<file path="config.mk">
export PLATFORM = sky130hd
export DESIGN_NAME = rgb_hsv_convert_8bit
export DESIGN_NICKNAME = d
export VERILOG_FILES = /design/src/rtl/rhc_pkg.sv /design/src/rtl/rgb_hsv_convert_8bit.sv
export SDC_FILE = /design/constraint.sdc
export NUM_CORES = 2
export LEC_CHECK = 0
export BUFFER_PORTS_ARGS = -buffer_cell sky130_fd_sc_hd__buf_2
export CORE_ASPECT_RATIO = 1.2
export CORE_MARGIN = 4
export CORE_UTILIZATION = 40
export CTS_CLUSTER_SIZE = 25
export DETAILED_ROUTE_END_ITERATION = 6
export PLACE_DENSITY_LB_ADDON = 0.12
export SYNTH_ARGS = -nofsm -noshare
export SYNTH_HDL_FRONTEND = slang
export SYNTH_SLANG_ARGS = --single-unit
export TNS_END_PERCENT = 20
</file>
<file path="constraint.sdc">
create_clock -name clk -period 12.1 [get_ports clk]
set_input_delay 2.42 -clock clk [delete_from_list [all_inputs] [get_ports clk]]
set_output_delay 2.42 -clock clk [all_outputs]
set_load 0.05 [all_outputs]
</file>
<file path="src/rtl/rhc_pkg.sv">
// ----------------------------------------------------------------------------
// RGB/HSV converter package
// Shared constants, pipeline stage types and the divider step function.
// ----------------------------------------------------------------------------
package rhc_pkg;

	localparam int unsigned HUE_SCALE  = 43;
	localparam int unsigned HUE_GREEN  = 85;
	localparam int unsigned HUE_BLUE   = 171;
	localparam int unsigned REM_SCALE  = 6;
	localparam int unsigned DIV_BITS   = 2;

	localparam logic DIR_RGB2HSV = 1'b0;
	localparam logic DIR_HSV2RGB = 1'b1;

	typedef struct packed {
		logic        valid;
		logic        mode;
		logic [7:0]  mx;
		logic [7:0]  mn;
		logic [7:0]  base;
		logic [8:0]  diff;
		logic [2:0]  region;
		logic [7:0]  rem;
		logic [7:0]  s;
		logic [7:0]  v;
	} s1_t;

	typedef struct packed {
		logic        valid;
		logic        mode;
		logic        special;
		logic        neg;
		logic [7:0]  base;
		logic [7:0]  mx;
		logic [7:0]  d;
		logic [7:0]  sat_r;
		logic [7:0]  sat_q;
		logic [7:0]  sat_lo;
		logic [7:0]  hue_r;
		logic [7:0]  hue_q;
		logic [7:0]  hue_lo;
		logic [2:0]  region;
		logic [7:0]  s;
		logic [7:0]  v;
		logic [7:0]  p;
		logic [7:0]  sr;
		logic [7:0]  st;
	} s2_t;

	typedef struct packed {
		logic        valid;
		logic        mode;
		logic        special;
		logic        neg;
		logic [7:0]  base;
		logic [7:0]  mx;
		logic [7:0]  d;
		logic [7:0]  sat_r;
		logic [7:0]  sat_q;
		logic [7:0]  sat_lo;
		logic [7:0]  hue_r;
		logic [7:0]  hue_q;
		logic [7:0]  hue_lo;
		logic [7:0]  c0;
		logic [7:0]  c1;
		logic [7:0]  c2;
	} div_t;

	typedef struct packed {
		logic [7:0] r;
		logic [7:0] q;
		logic [7:0] lo;
	} divst_t;

	// Two steps of restoring division. The quotient is known to fit in
	// eight bits, so the partial remainder always stays below the divisor.
	function automatic divst_t div_step(input divst_t in, input logic [7:0] d);
		divst_t     st;
		logic [8:0] trial;
		st = in;
		for (int i = 0; i < DIV_BITS; i++) begin
			trial = {st.r, st.lo[7]};
			st.lo = {st.lo[6:0], 1'b0};
			if (trial >= {1'b0, d}) begin
				st.r = 8'(trial - {1'b0, d});
				st.q = {st.q[6:0], 1'b1};
			end else begin
				st.r = trial[7:0];
				st.q = {st.q[6:0], 1'b0};
			end
		end
		return st;
	endfunction

endpackage

</file>
<file path="src/rtl/rgb_hsv_convert_8bit.sv">
// ----------------------------------------------------------------------------
// 8-bit RGB <-> HSV converter
// Pipelined pixel converter; the direction register selects the conversion.
// ----------------------------------------------------------------------------
// Usage:
// A pixel transaction is taken at each rising edge with start high and busy
// low. busy is always low, so one pixel can be issued every clock cycle.
// The result appears on hue_or_red, sat_or_green and value_or_blue with done
// high for exactly one cycle, in issue order. The receiver cannot stall the
// block and none is needed. Throughput is one pixel per clock. The pipeline
// depth is set by the two divisions of the RGB to HSV direction, which run
// as a restoring divider doing two quotient bits per stage over four stages,
// plus an entry stage, an operand stage and the output register.
// cfg_we writes cfg_wdata into the direction register (0: RGB to HSV,
// 1: HSV to RGB); write it only while no pixel is in flight.
// Asynchronous reset clears the direction to RGB to HSV and empties the
// pipeline; no done strobe follows reset until new pixels are issued.
// ----------------------------------------------------------------------------
module rgb_hsv_convert_8bit (
	input  logic       clk,
	input  logic       arst_n,
	input  logic       start,
	output logic       busy,
	input  logic       cfg_we,
	input  logic       cfg_wdata,
	input  logic [7:0] red_or_hue,
	input  logic [7:0] green_or_sat,
	input  logic [7:0] blue_or_value,
	output logic       done,
	output logic [7:0] hue_or_red,
	output logic [7:0] sat_or_green,
	output logic [7:0] value_or_blue
);

	logic             direction_q;
	rhc_pkg::s1_t     s1_d, stg_s1;
	rhc_pkg::s2_t     s2_d, stg_s2;
	rhc_pkg::div_t    s3_d, stg_s3;
	rhc_pkg::div_t    s4_d, stg_s4;
	rhc_pkg::div_t    s5_d, stg_s5;
	rhc_pkg::div_t    s6_d, stg_s6;
	logic             done_q, mode_q;
	logic [7:0]       out0_q, out1_q, out2_q;
	logic [7:0]       out0_d, out1_d, out2_d;

	assign busy = 1'b0;

	always_ff @(posedge clk or negedge arst_n) begin
		if (!arst_n) begin
			direction_q <= rhc_pkg::DIR_RGB2HSV;
		end else if (cfg_we) begin
			direction_q <= cfg_wdata;
		end
	end

	// Entry stage: channel extremes and hue sector.
	always_comb begin
		logic [7:0] mx, mn, h, hsub;
		s1_d       = '0;
		s1_d.valid = start;
		s1_d.mode  = direction_q;
		mx = (red_or_hue > green_or_sat) ? red_or_hue : green_or_sat;
		mx = (mx > blue_or_value) ? mx : blue_or_value;
		mn = (red_or_hue < green_or_sat) ? red_or_hue : green_or_sat;
		mn = (mn < blue_or_value) ? mn : blue_or_value;
		s1_d.mx = mx;
		s1_d.mn = mn;
		if (mx == red_or_hue) begin
			s1_d.base = 8'd0;
			s1_d.diff = {1'b0, green_or_sat} - {1'b0, blue_or_value};
		end else if (mx == green_or_sat) begin
			s1_d.base = 8'(rhc_pkg::HUE_GREEN);
			s1_d.diff = {1'b0, blue_or_value} - {1'b0, red_or_hue};
		end else begin
			s1_d.base = 8'(rhc_pkg::HUE_BLUE);
			s1_d.diff = {1'b0, red_or_hue} - {1'b0, green_or_sat};
		end
		h = red_or_hue;
		if (h >= 8'(5 * rhc_pkg::HUE_SCALE)) begin
			s1_d.region = 3'd5;
			hsub        = h - 8'(5 * rhc_pkg::HUE_SCALE);
		end else if (h >= 8'(4 * rhc_pkg::HUE_SCALE)) begin
			s1_d.region = 3'd4;
			hsub        = h - 8'(4 * rhc_pkg::HUE_SCALE);
		end else if (h >= 8'(3 * rhc_pkg::HUE_SCALE)) begin
			s1_d.region = 3'd3;
			hsub        = h - 8'(3 * rhc_pkg::HUE_SCALE);
		end else if (h >= 8'(2 * rhc_pkg::HUE_SCALE)) begin
			s1_d.region = 3'd2;
			hsub        = h - 8'(2 * rhc_pkg::HUE_SCALE);
		end else if (h >= 8'(rhc_pkg::HUE_SCALE)) begin
			s1_d.region = 3'd1;
			hsub        = h - 8'(rhc_pkg::HUE_SCALE);
		end else begin
			s1_d.region = 3'd0;
			hsub        = h;
		end
		s1_d.rem = 8'(hsub * 8'(rhc_pkg::REM_SCALE));
		s1_d.s   = green_or_sat;
		s1_d.v   = blue_or_value;
	end

	// Operand stage: dividends, divisor and the first HSV products.
	always_comb begin
		logic [7:0]  delta, mag;
		logic [15:0] snum, hnum, prod_r, prod_t, prod_p;
		delta = stg_s1.mx - stg_s1.mn;
		mag   = stg_s1.diff[8] ? 8'(-stg_s1.diff) : stg_s1.diff[7:0];
		snum  = {delta, 8'd0} - {8'd0, delta};
		hnum  = 16'(mag) * 16'(rhc_pkg::HUE_SCALE);
		prod_r = 16'(stg_s1.s) * 16'(stg_s1.rem);
		prod_t = 16'(stg_s1.s) * 16'(8'd255 - stg_s1.rem);
		prod_p = 16'(stg_s1.v) * 16'(8'd255 - stg_s1.s);
		s2_d         = '0;
		s2_d.valid   = stg_s1.valid;
		s2_d.mode    = stg_s1.mode;
		s2_d.special = (stg_s1.mx == stg_s1.mn);
		s2_d.neg     = stg_s1.diff[8];
		s2_d.base    = stg_s1.base;
		s2_d.mx      = stg_s1.mx;
		s2_d.d       = delta;
		s2_d.sat_r   = snum[15:8];
		s2_d.sat_lo  = snum[7:0];
		s2_d.hue_r   = hnum[15:8];
		s2_d.hue_lo  = hnum[7:0];
		s2_d.region  = stg_s1.region;
		s2_d.s       = stg_s1.s;
		s2_d.v       = stg_s1.v;
		s2_d.p       = prod_p[15:8];
		s2_d.sr      = prod_r[15:8];
		s2_d.st      = prod_t[15:8];
	end

	// First division stage; the HSV to RGB result is finished here.
	always_comb begin
		logic [15:0]     prod_q, prod_t;
		logic [7:0]      q, t;
		rhc_pkg::divst_t sa, ha;
		prod_q = 16'(stg_s2.v) * 16'(8'd255 - stg_s2.sr);
		prod_t = 16'(stg_s2.v) * 16'(8'd255 - stg_s2.st);
		q = prod_q[15:8];
		t = prod_t[15:8];
		sa = rhc_pkg::div_step('{r: stg_s2.sat_r, q: stg_s2.sat_q, lo: stg_s2.sat_lo},
			stg_s2.mx);
		ha = rhc_pkg::div_step('{r: stg_s2.hue_r, q: stg_s2.hue_q, lo: stg_s2.hue_lo},
			stg_s2.d);
		s3_d         = '0;
		s3_d.valid   = stg_s2.valid;
		s3_d.mode    = stg_s2.mode;
		s3_d.special = stg_s2.special;
		s3_d.neg     = stg_s2.neg;
		s3_d.base    = stg_s2.base;
		s3_d.mx      = stg_s2.mx;
		s3_d.d       = stg_s2.d;
		s3_d.sat_r   = sa.r;
		s3_d.sat_q   = sa.q;
		s3_d.sat_lo  = sa.lo;
		s3_d.hue_r   = ha.r;
		s3_d.hue_q   = ha.q;
		s3_d.hue_lo  = ha.lo;
		if (stg_s2.s == 8'd0) begin
			s3_d.c0 = stg_s2.v;
			s3_d.c1 = stg_s2.v;
			s3_d.c2 = stg_s2.v;
		end else begin
			case (stg_s2.region)
				3'd0: begin
					s3_d.c0 = stg_s2.v; s3_d.c1 = t;         s3_d.c2 = stg_s2.p;
				end
				3'd1: begin
					s3_d.c0 = q;        s3_d.c1 = stg_s2.v;  s3_d.c2 = stg_s2.p;
				end
				3'd2: begin
					s3_d.c0 = stg_s2.p; s3_d.c1 = stg_s2.v;  s3_d.c2 = t;
				end
				3'd3: begin
					s3_d.c0 = stg_s2.p; s3_d.c1 = q;         s3_d.c2 = stg_s2.v;
				end
				3'd4: begin
					s3_d.c0 = t;        s3_d.c1 = stg_s2.p;  s3_d.c2 = stg_s2.v;
				end
				default: begin
					s3_d.c0 = stg_s2.v; s3_d.c1 = stg_s2.p;  s3_d.c2 = q;
				end
			endcase
		end
	end

	function automatic rhc_pkg::div_t div_stage(input rhc_pkg::div_t in);
		rhc_pkg::div_t   o;
		rhc_pkg::divst_t sa, ha;
		o  = in;
		sa = rhc_pkg::div_step('{r: in.sat_r, q: in.sat_q, lo: in.sat_lo}, in.mx);
		ha = rhc_pkg::div_step('{r: in.hue_r, q: in.hue_q, lo: in.hue_lo}, in.d);
		o.sat_r  = sa.r;
		o.sat_q  = sa.q;
		o.sat_lo = sa.lo;
		o.hue_r  = ha.r;
		o.hue_q  = ha.q;
		o.hue_lo = ha.lo;
		return o;
	endfunction

	assign s4_d = div_stage(stg_s3);
	assign s5_d = div_stage(stg_s4);
	assign s6_d = div_stage(stg_s5);

	// Output selection; a grey or black pixel has zero hue and saturation.
	always_comb begin
		if (stg_s6.mode == rhc_pkg::DIR_HSV2RGB) begin
			out0_d = stg_s6.c0;
			out1_d = stg_s6.c1;
			out2_d = stg_s6.c2;
		end else begin
			out2_d = stg_s6.mx;
			if (stg_s6.special) begin
				out0_d = 8'd0;
				out1_d = 8'd0;
			end else begin
				out0_d = stg_s6.neg ? stg_s6.base - stg_s6.hue_q
					: stg_s6.base + stg_s6.hue_q;
				out1_d = stg_s6.sat_q;
			end
		end
	end

	always_ff @(posedge clk or negedge arst_n) begin
		if (!arst_n) begin
			stg_s1 <= '0;
			stg_s2 <= '0;
			stg_s3 <= '0;
			stg_s4 <= '0;
			stg_s5 <= '0;
			stg_s6 <= '0;
			done_q <= 1'b0;
		end else begin
			stg_s1 <= s1_d;
			stg_s2 <= s2_d;
			stg_s3 <= s3_d;
			stg_s4 <= s4_d;
			stg_s5 <= s5_d;
			stg_s6 <= s6_d;
			done_q <= stg_s6.valid;
		end
	end

	// The data output registers and mode_q carry no reset.
	always_ff @(posedge clk) begin
		mode_q <= stg_s6.mode;
		out0_q <= out0_d;
		out1_q <= out1_d;
		out2_q <= out2_d;
	end

	assign done          = done_q;
	assign hue_or_red    = out0_q;
	assign sat_or_green  = out1_q;
	assign value_or_blue = out2_q;

`ifndef SYNTH
	a_done_follows_pipe: assert property (@(posedge clk) disable iff (!arst_n)
		done_q |-> $past(stg_s6.valid))
		else $error("done without an item in the last pipeline stage");

	a_pipe_advances: assert property (@(posedge clk) disable iff (!arst_n)
		stg_s3.valid |=> stg_s4.valid)
		else $error("item lost between division stages");

	a_black_pixel: assert property (@(posedge clk) disable iff (!arst_n)
		(done_q && mode_q == rhc_pkg::DIR_RGB2HSV && out2_q == 8'd0)
		|-> (out0_q == 8'd0 && out1_q == 8'd0))
		else $error("black pixel with nonzero hue or saturation");
`endif

endmodule
</file>
==> metrics.yaml <==
post_cts_buffers: 0
path_class: "in2reg"
synth_area_leaders: "dfrtp_1 33%, ha_1 15%, fa_1 12%, inv_1 5.1%, mux2_2 3.4%"
min_period_over_period_pct: 64.9
nets: 3914
dp_hpwl_um: 61300
antenna_found_initial: 0
clk_path_buf_depth: 3
syn_area_sq_mm: 0.0331
initial_core_util_pct: 40.3
drive_gt1_share_pct: 8.33
crit_chain: "buf_2 > clkinv_1 > ha_1 > a21oi_1 > o211ai_1 > a21oi_2 > nor2b_1 > o21ai_0 > ha_1 > a21o_1 > a21oi_1 > o2111ai_1 > and2_1 > nand2_2 > o221ai_1 > a22oi_1 > nand4_1 > mux2_2"
dr.pass1.iters: 5
syn_inst: 3235
cp_slowest_stage_delay_ps: 770
outcome: "finished, final reports clean"
r2r_cells: 18
clkSlewWorstSetupHoldPaths_ps: 60
clk_latency_ps: 610
core_sq_mm: 0.0820
drt-total-wl_um: 79900
arrival_ps: 8340
cts_resized: 0
synth_nets: 3868
critPathTopFamily: "simple AND/OR/NAND/NOR gates"
r2r-end: "s4_d[4]"
placement.io_buffers: 53
worstHoldEndpoint: "stg_s6[59]"
cts_hold_buf: 0
ys_warn_count: 0
track_usage_pct: 18.6
wl_per_cell_um: 18.3
final-hold-violation-count: 0
yosysMostFrequentCell: "inv_1"
antenna_cells: 0
r2r_setup_slack_ps: 6280
async_reset_ff_share_pct: 94.8
critPathSlowestCell: "nor2b_1"
num-fill-cells: 7840
row_count: 115
dp_slack_ps: 3690
path_buf_inv: 2
skew_ps: 23.5
grt-ovfl-total: 0
synthTopCellsByCount: "451 x inv_1, 442 x dfrtp_1, 403 x ha_1"
place.gp.congestion: 0.879
htree_levels: 2
cts_root_buf: "clkbuf_16"
synthFlopType: "dfrtp_1"
regArea_sq_mm: 0.0115
cts_tree: "yes"
grt_pass1_wl_um: 132000
synth_seq_cells: 466
die_w_um: 271
fin_crit_ps: 7850
setup_violations: 0
multiInputGateArea_sq_mm: 0.0195
num_vias: 22600
maxCapViolations: 0
cts_buffers: 52
area_delta_synth_final_pct: 9.53
r2r_start: "stg_s2[28]"
hp-start: "stg_s5[57]"
synthDominantCellAreaShare_pct: 33.4
min_path_type: "reg2reg"
worst_slack_ps: 4250
die_area_sq_mm: 0.0874
clock-sinks: 466
io_pins: 55
relSlewSlack_pct: 30.8
drtIter0Drc: 926
dieHeight_um: 323
synth.distinct_cells: 83
remaining_drc_errors: 0
start_kind: "input port"
postRouteAntennaNets: 0
rsz0062_at_grt: "no"
via_per_inst: 5.17
grt_pass1_vias: 24500
ys_seq_area_share_pct: 34.9
synth_edf_count: 0
slew_viol_final: 0
worstMarginPinSlew_ps: 1040
worstSetupEndpointType: "flip-flop"
hold_depth: 0
synth.avg_cell_area_sq_um: 10.2
crit_path_max_fanout: 22
cp.required_ps: 12580
yosysTopAreaCell: "dfrtp_1"
tns_ps: 0
fmax_ghz: 0.127
grt_max_degree: 163
## cell usage in the layout (no fill, tap or decap), types with 19 or more instances in the layout
master	count
and2_1	27
mux2i_1	32
o21ai_0	137
nand2b_1	100
nor3_1	33
fa_1	201
a21oi_1	150
nand3_1	31
o21bai_1	20
xnor2_1	115
nand4_1	24
mux2_2	99
ha_1	403
buf_2	52
xor2_1	47
clkbuf_16	53
nor2_1	168
a21o_1	38
dfrtp_1	442
nor2b_1	171
inv_1	451
nand2_1	179
buf_4	19
dfxtp_1	24
## state kept, by name (all words and copies together) (netlist names), 28 cells and up
| register | flops |
|---|---|
| stg_s2 | 61 |
| stg_s6 | 55 |
| s4_d | 54 |
| s5_d | 50 |
| s6_d | 47 |
| s3_d | 34 |
| s2_d | 33 |
| stg_s5 | 31 |
| stg_s4 | 28 |
## worst max-delay path by stage
stage,startpoint,endpoint,slack [ps],depth (start not counted)
2_1_floorplan,red_or_hue[0],stg_s1[28],5690,20
3_3_place_gp,green_or_sat[4],s2_d[115],3730,18
3_5_place_dp,green_or_sat[4],s2_d[115],3690,18
4_1_cts,green_or_sat[4],s2_d[115],4340,18
5_1_grt,green_or_sat[4],s2_d[115],3720,18
6_report,green_or_sat[4],s2_d[115],4250,18
## logic make-up (layout without fill, tap and decap cells)
| group | count (synthesis) | in the layout | share of synthesized area (%) |
|---|---|---|---|
| and+or+nand+nor | 776 | 776 | 12.0 |
| buffers and inverters | 536 | 625 | 6.14 |
| xor gates and xnor gates | 163 | 163 | 4.36 |
| adders and majority gates | 604 | 604 | 27.4 |
| other | 1 | 1 | 0.0113 |
| AOI/OAI and AO/OA | 555 | 555 | 10.8 |
| DFF | 466 | 466 | 34.9 |
| muxes | 134 | 134 | 4.44 |
## through the flow
step | utilization [%] | hold WS [ps] | instance area, sq um | instances
2_1_floorplan | - | 331 | 33100 | 3235
3_3_place_gp | 42.1 | 331 | 34500 | 4280
3_5_place_dp | 42.1 | 335 | 34500 | 4280
4_1_cts | 44.2 | 343 | 36200 | 4377
5_1_grt | 44.2 | 348 | 36200 | 4377
6_report | 44.2 | 337 | 36200 | 4377
## final cells by class
cell class	instances	area share, %
clock buffer	82	4.26
clock inverter	15	0.483
inverter	455	4.71
multi-input combinational	2233	53.8
sequential	466	31.8
tap	1053	3.64
timing repair buffer	73	1.21
## metal layers
| metal | up-vias | GRT usage, % | routed length [um] |
|---|---|---|---|
| li1 | 10800 | - | - |
| met1 | 11300 | 23.2 | 34500 |
| met2 | 390 | 34.1 | 40700 |
| met3 | 139 | 2.03 | 2300 |
| met4 | 0 | 5.83 | 2390 |
| met5 | - | 0 | 0 |
Power is not shown: default switching activity piles up to over one toggle a cycle in this logic, so the estimate is an artifact.
